==> src/rtl/bbu_pkg.sv <==
package bbu_pkg;

    localparam int MAX_WIDTH_DEF  = 1024;
    localparam int MAX_WINDOW_DEF = 11;

    localparam int SHARP_W = 8;
    localparam int IMG_W_W = 11;
    localparam int IMG_H_W = 13;
    localparam int CFG_W   = 13;
    localparam int IDX_W   = 2;
    localparam int HALF_W  = 3;
    localparam int TAP_W   = HALF_W + 1;
    localparam int PIX_W   = 24;
    localparam int CH_W    = 8;

    localparam logic [IDX_W-1:0] REG_SHARPNESS = 2'd0;
    localparam logic [IDX_W-1:0] REG_WIDTH     = 2'd1;
    localparam logic [IDX_W-1:0] REG_HEIGHT    = 2'd2;

    localparam logic [IMG_W_W-1:0] WIDTH_RESET  = 11'd640;
    localparam logic [IMG_H_W-1:0] HEIGHT_RESET = 13'd480;

    typedef enum logic [2:0] {
        ST_IDLE,
        ST_CHECK,
        ST_SUM,
        ST_CENTER,
        ST_CWAIT,
        ST_DIV,
        ST_FINISH
    } state_t;

    typedef struct packed {
        logic clear;
        logic acc;
        logic start;
    } lane_ctrl_t;

    // Half window size from the raw sharpness byte, limited by the window limit.
    function automatic logic [HALF_W-1:0] half_window(input logic [SHARP_W-1:0] s,
                                                       input int max_window);
        logic signed [SHARP_W:0] sv;
        logic [6:0]              mag;
        logic [3:0]              q;
        logic [HALF_W:0]         hh;
        int                      lim;
        sv  = $signed({s[SHARP_W-1], s});
        mag = 7'd0;
        q   = 4'd0;
        lim = ((max_window % 2) == 0) ? (max_window - 1) / 2 : max_window / 2;
        if (sv < -9'sd100) begin
            mag = 7'd100;
        end else if (sv > 9'sd100) begin
            mag = 7'd100;
        end else if (sv < 0) begin
            mag = 7'(-sv);
        end else begin
            mag = 7'(sv);
        end
        for (int i = 1; i <= 10; i++) begin
            if (mag >= 7'(i * 10)) begin
                q = q + 4'd1;
            end
        end
        hh = (HALF_W + 1)'((5'(q) + 5'd1) >> 1);
        if (hh > (HALF_W + 1)'(lim)) begin
            hh = (HALF_W + 1)'(lim);
        end
        return hh[HALF_W-1:0];
    endfunction

    function automatic logic is_sharpen(input logic [SHARP_W-1:0] s);
        return s[SHARP_W-1];
    endfunction

endpackage

==> src/rtl/bbu_lane.sv <==
module bbu_lane #(
    parameter int SUM_W = 15,
    parameter int N2_W  = 7
) (
    input  logic                  aclk,
    input  logic                  aresetn,
    input  bbu_pkg::lane_ctrl_t   ctrl,
    input  logic [7:0]            din,
    input  logic [N2_W-1:0]       n2,
    output logic [7:0]            mean,
    output logic                  done
);

    localparam int CNT_W = $clog2(SUM_W + 1);

    logic [SUM_W-1:0] sum_reg, sum_next;
    logic [N2_W-1:0]  rem_reg, rem_next;
    logic [CNT_W-1:0] cnt_reg, cnt_next;
    logic             busy_reg, busy_next;
    logic [N2_W:0]    trial;

    // The accumulator doubles as the quotient shift register of the divider.
    always_comb begin
        sum_next  = sum_reg;
        rem_next  = rem_reg;
        cnt_next  = cnt_reg;
        busy_next = busy_reg;
        trial     = {rem_reg, sum_reg[SUM_W-1]};
        if (ctrl.clear) begin
            sum_next = '0;
        end else if (ctrl.acc) begin
            sum_next = sum_reg + SUM_W'(din);
        end else if (ctrl.start) begin
            busy_next = 1'b1;
            cnt_next  = CNT_W'(SUM_W);
            rem_next  = '0;
        end else if (busy_reg) begin
            if (trial >= {1'b0, n2}) begin
                rem_next = N2_W'(trial - {1'b0, n2});
                sum_next = {sum_reg[SUM_W-2:0], 1'b1};
            end else begin
                rem_next = trial[N2_W-1:0];
                sum_next = {sum_reg[SUM_W-2:0], 1'b0};
            end
            cnt_next = cnt_reg - CNT_W'(1);
            if (cnt_reg == CNT_W'(1)) begin
                busy_next = 1'b0;
            end
        end
    end

    always_ff @(posedge aclk) begin
        if (!aresetn) begin
            busy_reg <= 1'b0;
        end else begin
            busy_reg <= busy_next;
        end
        sum_reg <= sum_next;
        rem_reg <= rem_next;
        cnt_reg <= cnt_next;
    end

    assign mean = sum_reg[7:0];
    assign done = !busy_reg;

endmodule

==> config.mk <==
export PLATFORM = sky130hd
export DESIGN_NAME = bbu_lane
export DESIGN_NICKNAME = d
export VERILOG_FILES = /design/src/rtl/bbu_pkg.sv /design/src/rtl/bbu_lane.sv
export SDC_FILE = /design/constraint.sdc
export NUM_CORES = 1
export LEC_CHECK = 0
export BUFFER_PORTS_ARGS = -buffer_cell sky130_fd_sc_hd__buf_2
export CAP_MARGIN = 20
export CORE_MARGIN = 10
export CORE_UTILIZATION = 52
export DETAILED_ROUTE_END_ITERATION = 8
export GPL_TIMING_DRIVEN = 1
export PLACE_DENSITY = 0.87
export SLEW_MARGIN = 40
export SYNTH_ARGS = -nofsm -noshare
export SYNTH_HDL_FRONTEND = slang
export SYNTH_SLANG_ARGS = --single-unit
==> constraint.sdc <==
create_clock -name aclk -period 2.3 [get_ports aclk]
set_input_delay 0.23 -clock aclk [delete_from_list [all_inputs] [get_ports aclk]]
set_output_delay 0.23 -clock aclk [all_outputs]
set_load 0.1 [all_outputs]
==> summary.md <==
| Metric | Value |
|---|---|
| Status | `completed` |
| PwrDens | `~560 nW/um^2` |
| Syn Inst Count | `245` |
| CTS clk-pin slew, worst paths | `0.10 ns` |
| # clock sinks | `27` |
| Worst path required time | `approximately 2.3 ns` |
| Fin Setup TNS | `0 ns` |
| Avg Inst Size Synth | `slightly below 9 sq um` |
| Die height | `83.92 um` |
| RSZ-0062 raised after global routing | `true` |
| Avg WL per Cell | `approximately 15 um` |
| Slew HR | `about two thirds` |
| Initial antenna violation count | `0` |
| Reg2Reg Depth | `9` |
| FMAX | `approximately 0.44 GHz` |
| Largest net degree at the start of global routing | `20` |
| Worst Setup EP | `rem_reg[1]$_SDFFCE_PP0P_` |
| Die Wd | `approximately 84 um` |
| Critical Path Start | `sum_reg[14]$_SDFFE_PP0P_` |
| Drt total wl | `around 4900 um` |
| Crit path time final | `between 2 and 2.5 ns` |
| Synth cell count leaders | `nand2_1 (29), a21oi_1 (17), ha_1 (17), inv_1 (17)` |
| Synth cell types | `53` |
| Dominant synthesized flop cell | `dfxtp_1` |
| Initial Util | `a little over half` |
| Drt first-iter violations | `110` |
| Top layer reached by signal wires | `met4` |
| Final hold violations | `0` |
| Global-route wire length before repair | `approximately 8000 um` |
| Met3 WL | `between 200 and 300 um` |
| GRT overflow | `0` |
| Type of the tightest min-delay check | `in2reg` |
| Worst Setup Start Kind | `flop` |
| Post-synth EDFFs | `11` |
| R2R Setup Slk | `~0.0092 ns` |
| Max Cap Violations | `0` |
| Hold Path Origin | `aresetn` |
| Dpl hpwl | `around 3600 um` |
| R2R Path End | `rem_reg[1]$_SDFFCE_PP0P_` |
| Setup ws final | `a little over 0.009 ns` |
| Share of layout cells above drive strength 1 | `21.82%` |
| CTS hold repair buffers | `0` |
| Mapped Nets | `~280` |
| Crit-path max FO | `5` |
| Crit path DAT | `2.32 ns` |
| DP Area | `~2300 sq um` |
| DRC | `0` |
| R2R Path Start | `sum_reg[14]$_SDFFE_PP0P_` |
| Worst slack, placed | `-0.07280 ns` |
| Via density | `between 5 and 6` |
| Worst-Margin Slew | `0.4940 ns` |
| N_diodes | `0` |
| Clock Tree Root | `clkbuf_8` |
| Core ar. | `between 3000 and 4000 sq um` |
| Final Cycle Share | `between 90% and 100%` |
| Kind of critical path | `reg2reg` |
| Vias | `about 1900` |
| Asr flop ratio synth | `0%` |
| Clock H-tree levels | `1` |
| Num CTS Buffers | `3` |
| DRT met1 WL | `between 2000 and 2500 um` |
| Sequential area share after synthesis | `30.62%` |
| Final setup vio count | `0` |
| DRT Pass-1 Iters | `4` |
| Row cnt | `23` |
| Clk Latency, worst-skew pair | `approximately 0.27 ns` |
| Count of non-filler cells in the finished layout | `~330` |
| Final nets | `approximately 320` |
| PnR Total Power | `1355 uW` |
| Max clock buf depth | `2` |
| Top post-synthesis cells by area | `edfxtp_1 (16%), dfxtp_1 (15%), ha_1 (10%)` |
| Ys Warns | `0` |
| Yosys reg bits | `27` |
| Layout area overhead | `13.66%` |
| Max Slew Vio Count | `0` |
| PortBufs | `28` |
| Vias in the first global route | `between 1500 and 2000` |
| Die area | `7043 sq um` |
| Clock tree from TritonCTS | `yes` |
| Cell with the most instances after synthesis | `nand2_1` |
| Fill count | `325` |
| Worst vdd ir | `0.0003041 V` |
| Antenna viol nets, final | `0` |
| Synth area leader | `edfxtp_1` |
| Routed length on met2 | `2349 um` |
| Worst Skew | `about 0.0073 ns` |
| Netlist Area Pre-Place | `2125 sq um` |
| Ports | `29` |
| Dpl cells | `316` |
| LEAKAGE | `approximately 0.0011 uW` |
| Global-route usage over all layers | `a little over an eighth` |
| Fin area | `2415 sq um` |
| Post-synth top area share | `15.55%` |
| CP endpoint kind | `flop` |
| Gpl congestion | `around 0.83` |
| Largest register FFs | `15` |
-- worst min-delay path by stage --
stage | end | slack (ns) | cells past startpoint
finish | busy_reg$_SDFFE_PN0P_ | 0.16 | 2
CTS | busy_reg$_SDFFE_PN0P_ | 0.16 | 2
detailed placement | busy_reg$_SDFFE_PN0P_ | 0.45 | 2
floorplan | sum_reg[12]$_SDFFE_PP0P_ | 0.30 | 1
global route | busy_reg$_SDFFE_PN0P_ | 0.20 | 2
global placement | busy_reg$_SDFFE_PN0P_ | 0.44 | 2
-- routing by layer --
| metal | GRT usage [%] | vias up |
|---|---|---|
| li1 | - | 959 |
| met1 | 16.31 | 890 |
| met2 | 21.25 | 55 |
| met3 | 2.930 | 9 |
| met4 | 5.023 | 0 |
| met5 | 0 | - |
-- logic make-up (layout without fill, tap and decap cells) --
| group | count (synthesis) | count (layout) | synth area share (%) |
|---|---|---|---|
| mux | 4 | 4 | 1.885 |
| fa+ha+maj | 19 | 19 | 11.90 |
| simple gates | 83 | 83 | 19.85 |
| xor+xnor | 7 | 7 | 2.886 |
| flops | 27 | 27 | 30.62 |
| compound gates | 72 | 73 | 25.56 |
| buf+inv | 33 | 62 | 7.302 |
-- layout by cell type, fill, tap and decap left out, types with 4 or more instances in the layout --
cell / n
a211o_1: 5
a211oi_1: 6
a21o_1: 6
a21oi_1: 17
a31oi_1: 4
buf_2: 28
buf_4: 13
dfxtp_1: 15
edfxtp_1: 11
ha_1: 16
inv_1: 15
mux2i_1: 4
nand2_1: 29
nand2b_1: 6
nand3_1: 4
nand4_1: 4
nor2_1: 16
nor2b_1: 5
nor3_1: 7
o21ai_0: 4
xnor2_1: 4
-- worst max-delay path, stage by stage, from the launching register on --
cell     delay, ns
dfxtp_2       0.34
inv_2         0.07
ha_4          0.13
inv_2         0.04
fa_2          0.34
a211o_1       0.28
a211o_1       0.33
a21oi_4       0.24
mux2i_1       0.22
nor2_1        0.05
-- per-stage QoR --
step / utilization, % / hold WS, ns
2_1_floorplan: - / 0.2989
3_5_place_dp: 58.41 / 0.4455
6_report: 60.81 / 0.1647
3_3_place_gp: 58.41 / 0.4386
5_1_grt: 60.81 / 0.2004
4_1_cts: 59.77 / 0.1650
-- power by group --
| part | leakage, uW | internal (uW) | switching (uW) |
|---|---|---|---|
| clock | 0.0000228 | 124 | 149 |
| combinational | 0.000795 | 188 | 334 |
| sequential | 0.000233 | 531 | 27.8 |
| total | 0.00105 | 844 | 511 |
-- layout make-up --
| class | count | area [sq um] | area share, % |
|---|---|---|---|
| Timing Repair Buffer | 41 | 237.7 | 9.845 |
| Clock buffer | 4 | 45.04 | 1.865 |
| Inverter | 17 | 63.81 | 2.642 |
| Tap cell | 50 | 62.56 | 2.591 |
| Sequential cell | 27 | 651.9 | 26.99 |
| Multi-Input combinational cell | 186 | 1354 | 56.06 |
-- repair_timing --
item / 4_1_cts / 5_1_grt
gates cloned: 1 / 0
setup endpoints to repair: 5 / 7
pin swaps: 2 / 2
setup buffers: 0 / 4
gates resized for setup: 0 / 3
Power figures use the tool's default switching activity.
